`src/hw/rtl/bphe_pkg.sv`:
```
// shared types and constants for the button press / release / hold event block
// no dependencies; imported by every module of the block

package bphe_pkg;

   // field widths
   localparam int LEVEL_W = 4;
   localparam int EVENT_W = 4;
   localparam int TIME_W  = 32;
   localparam int HOLD_W  = 8;
   localparam int EN_W    = 4;

   // default switch count
   localparam int SWITCH_COUNT_DEF = 4;

   // register file geometry
   localparam int CSR_ADDR_W = 4;
   localparam int CSR_DATA_W = 32;
   localparam int CSR_IDX_W  = 2;

   // register indexes
   localparam logic [CSR_IDX_W-1:0] REG_HOLD_SECONDS = 2'd0;
   localparam logic [CSR_IDX_W-1:0] REG_DOWN_ENABLE  = 2'd1;
   localparam logic [CSR_IDX_W-1:0] REG_UP_ENABLE    = 2'd2;
   localparam logic [CSR_IDX_W-1:0] REG_HOLD_ENABLE  = 2'd3;

   // register reset values
   localparam logic [HOLD_W-1:0] HOLD_SECONDS_RST = 8'd2;
   localparam logic [EN_W-1:0]   DOWN_ENABLE_RST  = 4'd0;
   localparam logic [EN_W-1:0]   UP_ENABLE_RST    = 4'd15;
   localparam logic [EN_W-1:0]   HOLD_ENABLE_RST  = 4'd8;

   // configuration seen by the detector
   typedef struct packed {
      logic [HOLD_W-1:0] hold_seconds;
      logic [EN_W-1:0]   down_enable;
      logic [EN_W-1:0]   up_enable;
      logic [EN_W-1:0]   hold_enable;
   } cfg_type;

endpackage

```
`src/hw/rtl/bphe_csr.sv`:
```
// configuration registers behind an apb-style port
// depends on bphe_pkg

module bphe_csr (
   input  logic                             clock,
   input  logic                             reset,
   input  logic                             psel,
   input  logic                             penable,
   input  logic                             pwrite,
   input  logic [bphe_pkg::CSR_ADDR_W-1:0]  paddr,
   input  logic [bphe_pkg::CSR_DATA_W-1:0]  pwdata,
   output logic [bphe_pkg::CSR_DATA_W-1:0]  prdata,
   output logic                             pready,
   output bphe_pkg::cfg_type                cfg
);
   import bphe_pkg::*;

   logic [HOLD_W-1:0]    hold_seconds_ff;
   logic [EN_W-1:0]      down_enable_ff;
   logic [EN_W-1:0]      up_enable_ff;
   logic [EN_W-1:0]      hold_enable_ff;
   logic [CSR_IDX_W-1:0] reg_idx;
   logic                 wr_en;

   assign pready  = 1'b1;
   assign reg_idx = paddr[CSR_IDX_W+1:2];
   assign wr_en   = psel & penable & pwrite & pready;

   // register writes
   always_ff @(posedge clock) begin
      if (reset) begin
         hold_seconds_ff <= HOLD_SECONDS_RST;
         down_enable_ff  <= DOWN_ENABLE_RST;
         up_enable_ff    <= UP_ENABLE_RST;
         hold_enable_ff  <= HOLD_ENABLE_RST;
      end else if (wr_en) begin
         case (reg_idx)
            REG_HOLD_SECONDS: hold_seconds_ff <= pwdata[HOLD_W-1:0];
            REG_DOWN_ENABLE:  down_enable_ff  <= pwdata[EN_W-1:0];
            REG_UP_ENABLE:    up_enable_ff    <= pwdata[EN_W-1:0];
            REG_HOLD_ENABLE:  hold_enable_ff  <= pwdata[EN_W-1:0];
            default: ;
         endcase
      end
   end

   // read mux
   always_comb begin
      case (reg_idx)
         REG_HOLD_SECONDS: prdata = {{(CSR_DATA_W-HOLD_W){1'b0}}, hold_seconds_ff};
         REG_DOWN_ENABLE:  prdata = {{(CSR_DATA_W-EN_W){1'b0}}, down_enable_ff};
         REG_UP_ENABLE:    prdata = {{(CSR_DATA_W-EN_W){1'b0}}, up_enable_ff};
         REG_HOLD_ENABLE:  prdata = {{(CSR_DATA_W-EN_W){1'b0}}, hold_enable_ff};
         default:          prdata = '0;
      endcase
   end

   assign cfg.hold_seconds = hold_seconds_ff;
   assign cfg.down_enable  = down_enable_ff;
   assign cfg.up_enable    = up_enable_ff;
   assign cfg.hold_enable  = hold_enable_ff;

endmodule

```
`src/hw/rtl/bphe_detect.sv`:
```
// per-switch edge and hold detection with its state registers
// depends on bphe_pkg

module bphe_detect #(
   parameter int SWITCH_COUNT = bphe_pkg::SWITCH_COUNT_DEF
) (
   input  logic                            clock,
   input  logic                            reset,
   input  logic                            step,
   input  logic [SWITCH_COUNT-1:0]         levels,
   input  logic [bphe_pkg::TIME_W-1:0]     now,
   input  bphe_pkg::cfg_type               cfg,
   output logic [SWITCH_COUNT-1:0]         press,
   output logic [SWITCH_COUNT-1:0]         release_ev,
   output logic [SWITCH_COUNT-1:0]         hold
);
   import bphe_pkg::*;

   logic [SWITCH_COUNT-1:0] prev_levels_ff;
   logic [SWITCH_COUNT-1:0] seen_ff;
   logic [SWITCH_COUNT-1:0] fired_ff;
   logic [TIME_W-1:0]       change_time_ff [SWITCH_COUNT];

   logic [SWITCH_COUNT-1:0] seen_in;
   logic [SWITCH_COUNT-1:0] fired_in;
   logic [TIME_W-1:0]       change_time_in [SWITCH_COUNT];
   logic [SWITCH_COUNT-1:0] changed;
   logic [SWITCH_COUNT-1:0] down_en;
   logic [SWITCH_COUNT-1:0] up_en;
   logic [SWITCH_COUNT-1:0] hold_en;
   logic [TIME_W-1:0]       hold_limit;

   assign hold_limit = {{(TIME_W-HOLD_W){1'b0}}, cfg.hold_seconds};
   assign changed    = levels ^ prev_levels_ff;

   genvar i;
   generate
      for (i = 0; i < SWITCH_COUNT; i++) begin : g_sw
         logic [TIME_W-1:0] elapsed;

         // enables exist only for switches covered by the register fields
         if (i < EN_W) begin : g_en
            assign down_en[i] = cfg.down_enable[i];
            assign up_en[i]   = cfg.up_enable[i];
            assign hold_en[i] = cfg.hold_enable[i];
         end else begin : g_noen
            assign down_en[i] = 1'b0;
            assign up_en[i]   = 1'b0;
            assign hold_en[i] = 1'b0;
         end

         // change time after this poll
         assign change_time_in[i] = changed[i] ? now : change_time_ff[i];
         assign seen_in[i]        = seen_ff[i] | changed[i];
         assign elapsed           = now - change_time_in[i];

         // edge events
         assign press[i]      = changed[i] & ~levels[i] & down_en[i];
         assign release_ev[i] = changed[i] & levels[i] & up_en[i] & ~fired_ff[i];

         // hold event once per press
         assign hold[i] = ~levels[i] & seen_in[i] & (elapsed >= hold_limit)
                          & ~fired_ff[i] & hold_en[i];

         // hold mark cleared by release, set by hold
         assign fired_in[i] = (changed[i] & levels[i]) ? 1'b0 : (fired_ff[i] | hold[i]);

         // state update per poll
         always_ff @(posedge clock) begin
            if (reset) begin
               change_time_ff[i] <= '0;
            end else if (step) begin
               change_time_ff[i] <= change_time_in[i];
            end
         end
      end
   endgenerate

   // level and flag state
   always_ff @(posedge clock) begin
      if (reset) begin
         prev_levels_ff <= '1;
         seen_ff        <= '0;
         fired_ff       <= '0;
      end else if (step) begin
         prev_levels_ff <= levels;
         seen_ff        <= seen_in;
         fired_ff       <= fired_in;
      end
   end

endmodule

```
`src/hw/rtl/button_press_release_hold_events.sv`:
```
// button press / release / hold event detector, top level
// a beat accepted into the input register passes the detector into the result register
// throughput: one beat per cycle while the result side does not stall, set by the single-pass detector stage
// stalls on the result side hold both the result and the input register
// reset: synchronous, active high; switches read released, no change times
// depends on bphe_pkg, bphe_csr, bphe_detect

module button_press_release_hold_events #(
   parameter int SWITCH_COUNT = bphe_pkg::SWITCH_COUNT_DEF
) (
   input  logic                             clock,
   input  logic                             reset,
   input  logic                             req_valid,
   output logic                             req_ready,
   input  logic [bphe_pkg::LEVEL_W-1:0]     req_switch_levels,
   input  logic [bphe_pkg::TIME_W-1:0]      req_current_seconds,
   output logic                             rsp_valid,
   input  logic                             rsp_ready,
   output logic [bphe_pkg::EVENT_W-1:0]     rsp_press_events,
   output logic [bphe_pkg::EVENT_W-1:0]     rsp_release_events,
   output logic [bphe_pkg::EVENT_W-1:0]     rsp_hold_events,
   input  logic                             psel,
   input  logic                             penable,
   input  logic                             pwrite,
   input  logic [bphe_pkg::CSR_ADDR_W-1:0]  paddr,
   input  logic [bphe_pkg::CSR_DATA_W-1:0]  pwdata,
   output logic [bphe_pkg::CSR_DATA_W-1:0]  prdata,
   output logic                             pready
);
   import bphe_pkg::*;

   cfg_type cfg;

   logic                    in_valid_ff;
   logic [LEVEL_W-1:0]      in_levels_ff;
   logic [TIME_W-1:0]       in_seconds_ff;
   logic                    out_valid_ff;
   logic [EVENT_W-1:0]      press_ff;
   logic [EVENT_W-1:0]      release_ff;
   logic [EVENT_W-1:0]      hold_ff;
   logic [EVENT_W-1:0]      press_in;
   logic [EVENT_W-1:0]      release_in;
   logic [EVENT_W-1:0]      hold_in;
   logic                    advance;
   logic                    step;
   logic [SWITCH_COUNT-1:0] sw_levels;
   logic [SWITCH_COUNT-1:0] sw_press;
   logic [SWITCH_COUNT-1:0] sw_release;
   logic [SWITCH_COUNT-1:0] sw_hold;

   bphe_csr u_csr (
      .clock   (clock),
      .reset   (reset),
      .psel    (psel),
      .penable (penable),
      .pwrite  (pwrite),
      .paddr   (paddr),
      .pwdata  (pwdata),
      .prdata  (prdata),
      .pready  (pready),
      .cfg     (cfg)
   );

   // handshake: result register frees, input register moves on
   assign advance   = ~out_valid_ff | rsp_ready;
   assign step      = in_valid_ff & advance;
   assign req_ready = ~in_valid_ff | advance;

   // input register
   always_ff @(posedge clock) begin
      if (reset) begin
         in_valid_ff <= 1'b0;
      end else if (req_ready) begin
         in_valid_ff <= req_valid;
      end
   end

   always_ff @(posedge clock) begin
      if (req_valid & req_ready) begin
         in_levels_ff  <= req_switch_levels;
         in_seconds_ff <= req_current_seconds;
      end
   end

   // map field bits onto switches; switches beyond the field read pressed
   genvar i;
   generate
      for (i = 0; i < SWITCH_COUNT; i++) begin : g_lvl
         if (i < LEVEL_W) begin : g_in
            assign sw_levels[i] = in_levels_ff[i];
         end else begin : g_zero
            assign sw_levels[i] = 1'b0;
         end
      end
      for (i = 0; i < EVENT_W; i++) begin : g_evt
         if (i < SWITCH_COUNT) begin : g_on
            assign press_in[i]   = sw_press[i];
            assign release_in[i] = sw_release[i];
            assign hold_in[i]    = sw_hold[i];
         end else begin : g_off
            assign press_in[i]   = 1'b0;
            assign release_in[i] = 1'b0;
            assign hold_in[i]    = 1'b0;
         end
      end
   endgenerate

   bphe_detect #(
      .SWITCH_COUNT (SWITCH_COUNT)
   ) u_detect (
      .clock      (clock),
      .reset      (reset),
      .step       (step),
      .levels     (sw_levels),
      .now        (in_seconds_ff),
      .cfg        (cfg),
      .press      (sw_press),
      .release_ev (sw_release),
      .hold       (sw_hold)
   );

   // result register
   always_ff @(posedge clock) begin
      if (reset) begin
         out_valid_ff <= 1'b0;
      end else if (advance) begin
         out_valid_ff <= in_valid_ff;
      end
   end

   always_ff @(posedge clock) begin
      if (step) begin
         press_ff   <= press_in;
         release_ff <= release_in;
         hold_ff    <= hold_in;
      end
   end

   assign rsp_valid          = out_valid_ff;
   assign rsp_press_events   = press_ff;
   assign rsp_release_events = release_ff;
   assign rsp_hold_events    = hold_ff;

endmodule
```
`config.mk`:
```
export PLATFORM = sky130hd
export DESIGN_NAME = button_press_release_hold_events
export DESIGN_NICKNAME = d
export VERILOG_FILES = /design/src/hw/rtl/bphe_pkg.sv /design/src/hw/rtl/bphe_csr.sv /design/src/hw/rtl/bphe_detect.sv /design/src/hw/rtl/button_press_release_hold_events.sv
export SDC_FILE = /design/constraint.sdc
export NUM_CORES = 1
export LEC_CHECK = 0
export BUFFER_PORTS_ARGS = -buffer_cell sky130_fd_sc_hd__buf_2
export CORE_ASPECT_RATIO = 1.2
export CORE_MARGIN = 2
export CORE_UTILIZATION = 35
export DETAILED_ROUTE_END_ITERATION = 12
export PLACE_DENSITY = 0.53
export SLEW_MARGIN = 20
export SYNTH_ARGS = -nofsm -noshare
export SYNTH_HDL_FRONTEND = slang
export SYNTH_SLANG_ARGS = --single-unit
```
`constraint.sdc`:
```
create_clock -name clock -period 5.4 [get_ports clock]
set_clock_uncertainty 0.1 [all_clocks]
set_input_delay 1.08 -clock clock [delete_from_list [all_inputs] [get_ports clock]]
set_output_delay 1.08 -clock clock [all_outputs]
set_load 0.01 [all_outputs]
```
Word-level counts from Yosys, hierarchy flattened
Memories as Yosys holds them, arrays and structs flattened.
Index checks and enable logic that the tools add are counted.
- memories: 1
- input bits: 79
- logic and storage cells: 114
- register bits: 82
- bits in writable memories: 128
- output and inout port bits: 47
- bitwise gates (word level): 65
- mux-type cells: 18
- equal/unequal tests: 3
- order comparisons: 4
- add/sub/neg operators: 4
- reductions and logical operators: 5
- memories (memory ; depth ; bits a word ; read ports ; clocked after Yosys merged registers in ; wr ports ; line ; RTL):
    u_detect.change_time_ff ; 4 ; 32 ; 4 ; 0 ; 4 ; bphe_detect.sv:22 ; logic [TIME_W-1:0] change_time_ff [SWITCH_COUNT];
- operator list (kind ; number):
    32-bit 2-to-1 mux ; 8
    32-bit by 8-bit greater-or-equal comparator with 1-bit output ; 4
    32-bit one-hot mux with 4 select lines ; 1
    32-bit subtractor ; 4
    1-bit bitwise AND ; 40
    1-bit OR ; 14
    1-bit NOT ; 10
    1-bit 2-to-1 mux ; 9
    2-bit AND reduction ; 4
    2-bit equality test (second input constant) ; 2
    4-bit bitwise XOR ; 1
    2-bit by 1-bit equality test with 1-bit output (second input constant) ; 1
    2-bit logical NOT ; 1

Logic depth before layout (Yosys ltp)
Gate-level depths: netlist of run 1.
- word-level depth: 9
- depth in mapped cells: 27
- mapped depth without buffers: 23

Hierarchy
From an unflattened synthesis of run 1, not the netlist that was laid out.
- cell total of the unflattened synthesis: 2244
- area total of the unflattened synthesis: 19378.6 um^2
- modules (own cells, without submodules) (module ; instances ; cells an instance ; area an instance (um^2) ; seq. area each (um^2)):
    bphe_detect ; 1 ; 2065 ; 16661.0 ; 4083.9
    button_press_release_hold_events ; 1 ; 58 ; 1545.2 ; 1481.4
    bphe_csr ; 1 ; 121 ; 1172.4 ; 400.4

Worst setup path before layout of run 1
Ideal clock, no wire load.
- path kind: register to register
- from: register in_levels_ff[3]
- to: register hold_ff[3] (netlist: rsp_hold_events[3]), data pin
- data arrival time: 5.590 ns
- slack: -0.551 ns
- period minus slack after synthesis: 5.951 ns
- required time: 5.039 ns
- library setup time: 0.261 ns
- cell stages (with the launch flop): 26
- path buffers: 5
- cell sequence: edfxtp_1 > inv_1 > ha_1 > buf_2 > buf_2 > buf_1 > clkbuf_1 > clkbuf_1 > nand2_1 > o21ai_0 > ha_1 > a2bb2oi_1 > nor2_1 > or4_1 > a22oi_1 > xnor2_1 > ha_1 > a221oi_1 > o221ai_1 > a221oi_1 > o2111ai_1 > or4_1 > or4_1 > nor4_1 > and4_1 > nor3_1
- RTL lines (item ; line ; RTL):
    start, declared ; button_press_release_hold_events.sv:35 ; logic [LEVEL_W-1:0] in_levels_ff;
    start signal, assigned ; button_press_release_hold_events.sv:80 ; in_levels_ff <= req_switch_levels;
    end signal, assigned ; button_press_release_hold_events.sv:135 ; hold_ff <= hold_in;
    end, declared ; button_press_release_hold_events.sv:40 ; logic [EVENT_W-1:0] hold_ff;

==> impl_metrics.tcl, run 1 <==
set metrics [dict create \
    avgSynthCellArea_um2 8.62 \
    critPathBufInv 1 \
    worstPathCellList "inv_1 -> ha_2 -> o21ai_4 -> ha_4 -> a2bb2oi_1 -> nor2_1 -> or4_4 -> a22oi_2 -> xnor2_1 -> ha_1 -> a221oi_2 -> o221ai_2 -> a221oi_2 -> o2111ai_2 -> or4_1 -> or4_4 -> nor4_2 -> and4_4 -> nor3_1" \
    die_h_um 261 \
    cts.clk_slew.worst_paths_ns 0.06 \
    crit_fanout 4 \
    dr.pass1.iters 7 \
    cts_tree "built" \
    io_buffers 74 \
    worstSetupEndpointType "flop" \
    fp.dieW_um 218 \
    hold_path.class "reg -> reg" \
    gr-total-overflow 0 \
    synth-main-ff-cell "edfxtp_1" \
    rr_worst_depth 19 \
    hold_start "u_csr.hold_seconds_ff[7]$_SDFFE_PP0P_" \
    ir_drop_mv 0.255 \
    yosys.cell_types.count 109 \
    reg2reg_slack_ns 0.27 \
    rows 94 \
    io_pins 126 \
    yosys.area.top_type "edfxtp_1" \
    vias_per_cell 5.64 \
    stdcell_area_um2 21900 \
    synthArstFlopShare_pct 0 \
    dieArea_um2 56900 \
    avgRoutedWirePerCell_um 19.4 \
    setup_violations 0 \
    min_period_ns 5.13 \
    ant_nets 0 \
    start_kind "flop" \
    r2r-end "rsp_hold_events[3]$_DFFE_PP_" \
    antenna_cells 0 \
    yosysWarnings 0 \
    max_stage_delay_ns 0.56 \
    drive_gt1_share_pct 13.5 \
    rsz0062_at_grt "no" \
    holdPathStages 2 \
    slowest_stage "or4_4" \
    cap_violations 0 \
    slew_headroom_pct 32.3 \
    post-route-util_pct 40.2 \
    drc 0 \
    grtUsageTotal_pct 20.4 \
    gp_congestion 0.935 \
    cts_made_buffers 27 \
    synth-seq-cells 210 \
    area_delta_synth_final_pct 13.9 \
    p_leak_nw 8.95 \
    fmax_ghz 0.195 \
    power_mw 6.49 \
    placed_cell_area_um2 20800 \
    clock_sinks 210 \
    synth_top_area_share_pct 27.5 \
    htreeDepth 1 \
    outcome "completed" \
    hold_violations 0 \
    cp.required_ns 5.61 \
    vias 17274 \
    syn_inst 2233 \
    path_class "reg -> reg" \
    grt_pass1_vias 16345 \
    clk_path_buf_depth 3 \
    grt_antenna_before_repair 1 \
    arrival_ns 5.34 \
    seqCellArea_um2 5970 \
    crit_family "simple AND/OR/NAND/NOR gates" \
    ys_seq_area_share_pct 31.0 \
    worstMarginPinSlew_ns 1.02 \
    core_area_um2 54600 \
    synth_edf_count 176 \
    power_density_nw_per_um2 296 \
    layout.nets 2528 \
    nFillCells 5519 \
    min_period_over_period_pct 95.1 \
    syn-cell-area_um2 19200 \
    maxSlewViolCount 0 \
    drt_first_iter_violations 1068 \
    hpwl_um 46000 \
    holdWs_ns 0.356 \
    grt_pass1_wl_um 92300 \
    root_buffer "clkbuf_16" \
    routed_wl_um 59300 \
    multi_input_comb_area_um2 12600 \
    clock_latency_ns 0.58 \
    grt_max_degree 69 \
    start_util_pct 35.3 \
    rr_startpoint "in_levels_ff[3]$_DFFE_PP_" \
    yosys-top-cells-area "edfxtp_1 27%, ha_1 8.3%, mux2i_1 7.3%" \
    whs_endpoint "u_csr.hold_seconds_ff[7]$_SDFFE_PP0P_" \
]
==> cell families (layout without fill, tap and decap cells) <==
logic type,after synthesis,count (layout),share of synthesized area (%)
AO/OA/AOI/OAI,613,613,22.3
XOR/XNOR,83,83,3.78
adder cells (fa/ha/maj),138,138,8.85
buffers and inverters,225,311,5.27
flip-flops,210,210,31.0
multiplexers,148,148,7.99
other,2,25,0.0390
AND/OR/NAND/NOR,814,814,20.8
==> final cells by class <==
| class | instances | area share [%] |
|---|---|---|
| clock inverter | 7 | 0.314 |
| inverter | 82 | 1.40 |
| timing repair buffer | 179 | 5.61 |
| clock buffer | 43 | 3.93 |
| tap | 720 | 4.11 |
| sequential | 210 | 27.2 |
| multi-input combinational | 1821 | 57.4 |
==> tightest hold or removal path, cell delays in order, from the launching register on <==
cell	delay, ns
dfxtp_1	0.31
nand2_1	0.05
a21oi_1	0.05
==> report_power, final <==
group          switching (mW)  internal [mW]  leakage [nW]
Sequential              0.100           1.87          2.11
Clock                   0.748           1.14         0.459
Combinational            1.57           1.07          6.38
Total                    2.41           4.07          8.95
==> cell usage after synthesis (all sizes together), types with 30 or more instances <==
cell type	count
nand2	161
a21o	52
nor2b	60
buf	69
edfxtp	176
a21oi	149
nand2b	53
xnor2	31
nor3	45
nor2	270
xor2	52
ha	128
and3	30
o21ai	115
mux2i	141
clkbuf	74
inv	81
nand3	57
dfxtp	34
==> worst max-delay path by stage <==
stage	from	end	slack, ns	depth (start not counted)
2_1_floorplan	in_levels_ff[3]$_DFFE_PP_	rsp_hold_events[3]$_DFFE_PP_	-0.007	24
3_3_place_gp	in_levels_ff[0]$_DFFE_PP_	rsp_hold_events[0]$_DFFE_PP_	0.07	22
3_5_place_dp	in_levels_ff[0]$_DFFE_PP_	rsp_hold_events[0]$_DFFE_PP_	-0.09	21
4_1_cts	in_levels_ff[3]$_DFFE_PP_	rsp_hold_events[3]$_DFFE_PP_	0.005	19
5_1_grt	in_levels_ff[3]$_DFFE_PP_	rsp_hold_events[3]$_DFFE_PP_	0.003	19
6_report	in_levels_ff[3]$_DFFE_PP_	rsp_hold_events[3]$_DFFE_PP_	0.27	19
==> metrics by stage <==
| stage | TNS [ns] | std cells | worst slack, ns |
|---|---|---|---|
| 2_1_floorplan | -0.00731 | 2256 | -0.00731 |
| 3_3_place_gp | 0 | 3008 | 0.0736 |
| 3_5_place_dp | -0.115 | 3008 | -0.0881 |
| 4_1_cts | 0 | 3059 | 0.00457 |
| 5_1_grt | 0 | 3062 | 0.00265 |
| 6_report | 0 | 3062 | 0.267 |
==> metal layers <==
layer	vias up	track usage, %	part of all wire (%)
li1	8437	-	-
met1	8281	26.8	45
met2	456	34.5	47
met3	98	2.12	4.5
met4	2	7.63	3.9
met5	-	0	0.022
==> state kept, by name, indices dropped and copies added, names as in the netlist <==
signal	count
in_seconds_ff	32
rsp_hold_events	4
u_detect.change_time_ff	128
u_detect.seen_ff	4
u_csr.down_enable_ff	4
u_csr.hold_enable_ff	4
u_detect.prev_levels_ff	4
in_valid_ff	1
rsp_valid	1
rsp_release_events	4
u_csr.hold_seconds_ff	8
in_levels_ff	4
rsp_press_events	4
u_csr.up_enable_ff	4
u_detect.fired_ff	4
==> layout by cell type, fill, tap and decap left out, types with 74 or more instances in the layout <==
cell type  count
mux2i_1      141
buf_4         98
ha_1         120
nand2_1      161
edfxtp_1     176
a21oi_1      148
buf_2         74
o21ai_0       95
inv_1         79
nor2_1       268
==> what timing repair did <==
| item | in CTS | in global routing |
|---|---|---|
| setup endpoints to repair | 4 | 8 |
| setup buffers | 1 | 3 |
| hold buffers | 0 | 0 |
| pin swaps | 3 | 13 |
| gates resized for setup | 6 | 35 |
(Power assumes the default switching activity.)
==> run 2, diff against run 1 <==
--- a/config.mk
+++ b/config.mk
@@ -10,7 +10,8 @@
 export CORE_MARGIN = 2
 export CORE_UTILIZATION = 35
 export DETAILED_ROUTE_END_ITERATION = 12
-export PLACE_DENSITY = 0.53
+export PLACE_DENSITY = 0.51
+export SKIP_LAST_GASP = 1
 export SLEW_MARGIN = 20
 export SYNTH_ARGS = -nofsm -noshare
 export SYNTH_HDL_FRONTEND = slang
==> constraint.sdc (replaced) <==
create_clock -name clock -period 6.3 [get_ports clock]
set_clock_uncertainty 0.1 [all_clocks]
set_input_delay 1.26 -clock clock [delete_from_list [all_inputs] [get_ports clock]]
set_output_delay 1.26 -clock clock [all_outputs]
set_load 0.01 [all_outputs]
==> impl_metrics.tcl, run 2 (synthesis results as in run 1) <==
set metrics [dict create \
    outcome "completed" \
    hpwl_um 45300 \
    power_density_nw_per_um2 253 \
    gp_congestion 0.902 \
    gr-total-overflow 0 \
    vias 16848 \
    p_leak_nw 8.55 \
    largest_reg_flops 128 \
    cts_hold_buf 0 \
    worstSetupEndpointType "flop" \
    drt_first_iter_violations 1195 \
    antenna_cells 0 \
    worstPathCellList "inv_1 -> ha_2 -> o21ai_0 -> ha_1 -> a2bb2oi_1 -> nor2_1 -> or4_1 -> a22oi_1 -> xnor2_1 -> ha_1 -> a221oi_1 -> o221ai_1 -> a221oi_1 -> o2111ai_1 -> or4_1 -> or4_1 -> nor4_1 -> and4_1 -> nor3_1" \
    root_buffer "clkbuf_16" \
    start_util_pct 35.3 \
    max_stage_delay_ns 0.59 \
    crit_top_cell "or4_1" \
    whs_endpoint "u_csr.hold_seconds_ff[4]$_SDFFE_PP0P_" \
    avgRoutedWirePerCell_um 19.7 \
    vias_per_cell 5.63 \
    cts_setup_buffers 0 \
    fin_cells 2990 \
    slowest_stage "or4_1" \
    place_inst 2939 \
    slew_headroom_pct 32.5 \
    worstMarginPinSlew_ns 1.01 \
    min_period_over_period_pct 92.2 \
    grt_pass1_vias 16122 \
    hold_violations 0 \
    clk_path_buf_depth 3 \
    area_delta_synth_final_pct 9.82 \
    grt_max_degree 69 \
    hold_path.class "reg -> reg" \
    reg2reg_slack_ns 0.49 \
    clock_sinks 210 \
    grt_antenna_before_repair 1 \
    grt_pass1_wl_um 92100 \
    hold_start "u_csr.hold_seconds_ff[4]$_SDFFE_PP0P_" \
    fin_ws_ns 0.493 \
    cts.clk_slew.worst_paths_ns 0.06 \
    drive_gt1_share_pct 9.43 \
    min_period_ns 5.81 \
    crit_fanout 7 \
    ir_drop_mv 0.202 \
    io_pins 126 \
    setup.worst_path.start "in_levels_ff[3]$_DFFE_PP_" \
    cp.required_ns 6.53 \
    io_buffers 74 \
    dieArea_um2 56900 \
    ant_nets 0 \
    clock_latency_ns 0.59 \
    cts_resized 0 \
    final_common_cell "nor2_1" \
    cap_violations 0 \
    final_cell_mix "268 x nor2_1, 176 x edfxtp_1, 161 x nand2_1, 148 x a21oi_1, 141 x mux2i_1" \
    dr.pass1.iters 5 \
    rr_worst_depth 19 \
    drc 0 \
    cts_made_buffers 27 \
    cts_tree "built" \
    rr_startpoint "in_levels_ff[3]$_DFFE_PP_" \
    final.setup.tns_ns 0 \
    largest_register "u_detect.change_time_ff" \
    start_kind "flop" \
    setup_violations 0 \
    routed_wl_um 58800 \
    rsz0062_at_grt "no" \
    grtUsageTotal_pct 20.4 \
    rows 94 \
    reg_top3 "u_detect.change_time_ff x128, in_seconds_ff x32, u_csr.hold_seconds_ff x8" \
    r2r-end "rsp_hold_events[3]$_DFFE_PP_" \
    holdPathStages 2 \
    layout.nets 2457 \
    htreeDepth 1 \
    path_class "reg -> reg" \
    core_area_um2 54600 \
    post-place-ws_ns 0.663 \
    die_h_um 261 \
    maxSlewViolCount 0 \
    fmax_ghz 0.172 \
    arrival_ns 6.04 \
    fp.dieW_um 218 \
]
run 2: cell count changes in the layout (fill, tap and decap cells not counted), moves of 3 or more:
cell and delta:
buf_4 -70, ha_1 +4, ha_2 -3, a221oi_1 +3
or4_4 -3, o21ai_0 +5, a221oi_2 -3, or4_1 +3
clkbuf_1 -3
run 2: critical path: cells and delay by family, from the launching register on:
family	cells	cell delay, ns
AOI/OAI and AO/OA	7	1.53
adders and majority gates	3	0.83
xor gates and xnor gates	1	0.12
and+or+nand+nor	7	2.44
DFF	1	0.41
buffers and inverters	1	0.10
run 2: routing by layer:
| metal | share of wire, % | routed length [um] | track usage, % |
|---|---|---|---|
| met1 | 46 | 27200 | 27.1 |
| met2 | 46 | 27200 | 34.1 |
| met3 | 4.0 | 2350 | 2.06 |
| met4 | 3.6 | 2090 | 7.43 |
| met5 | 0.022 | 13 | 0 |
run 2: worst max path at each step:
stage / to / slack [ns]
6_report: rsp_hold_events[3]$_DFFE_PP_ / 0.49
5_1_grt: rsp_hold_events[3]$_DFFE_PP_ / 0.11
4_1_cts: rsp_hold_events[3]$_DFFE_PP_ / 0.62
3_5_place_dp: rsp_hold_events[3]$_DFFE_PP_ / 0.66
3_3_place_gp: rsp_hold_events[3]$_DFFE_PP_ / 0.74
2_1_floorplan: rsp_hold_events[3]$_DFFE_PP_ / 0.35
run 2: area by class of cell:
| type | instances | area [um2] |
|---|---|---|
| clock inverter | 11 | 83.8 |
| tap | 720 | 901 |
| clock buffer | 38 | 800 |
| sequential | 210 | 5970 |
| multi-input combinational | 1821 | 12400 |
| timing repair buffer | 108 | 701 |
| inverter | 82 | 308 |
| fill | 5599 | 33400 |
run 2: through the flow:
| stage | total power [mW] | hold WS [ns] | utilization [%] | area, um2 |
|---|---|---|---|---|
| 2_1_floorplan | 3.28 | 0.336 | - | 19300 |
| 3_5_place_dp | 3.80 | 0.348 | 37.0 | 20200 |
| 6_report | 5.34 | 0.357 | 38.7 | 21100 |
| 4_1_cts | 5.38 | 0.357 | 38.7 | 21100 |
| 3_3_place_gp | 3.80 | 0.342 | 37.0 | 20200 |
| 5_1_grt | 5.69 | 0.369 | 38.7 | 21100 |
run 2: power breakdown:
part / switching (mW) / total (mW) / internal (mW)
clock: 0.652 / 1.54 / 0.890
sequential: 0.0922 / 1.69 / 1.60
combinational: 1.28 / 2.11 / 0.825
total: 2.03 / 5.34 / 3.31
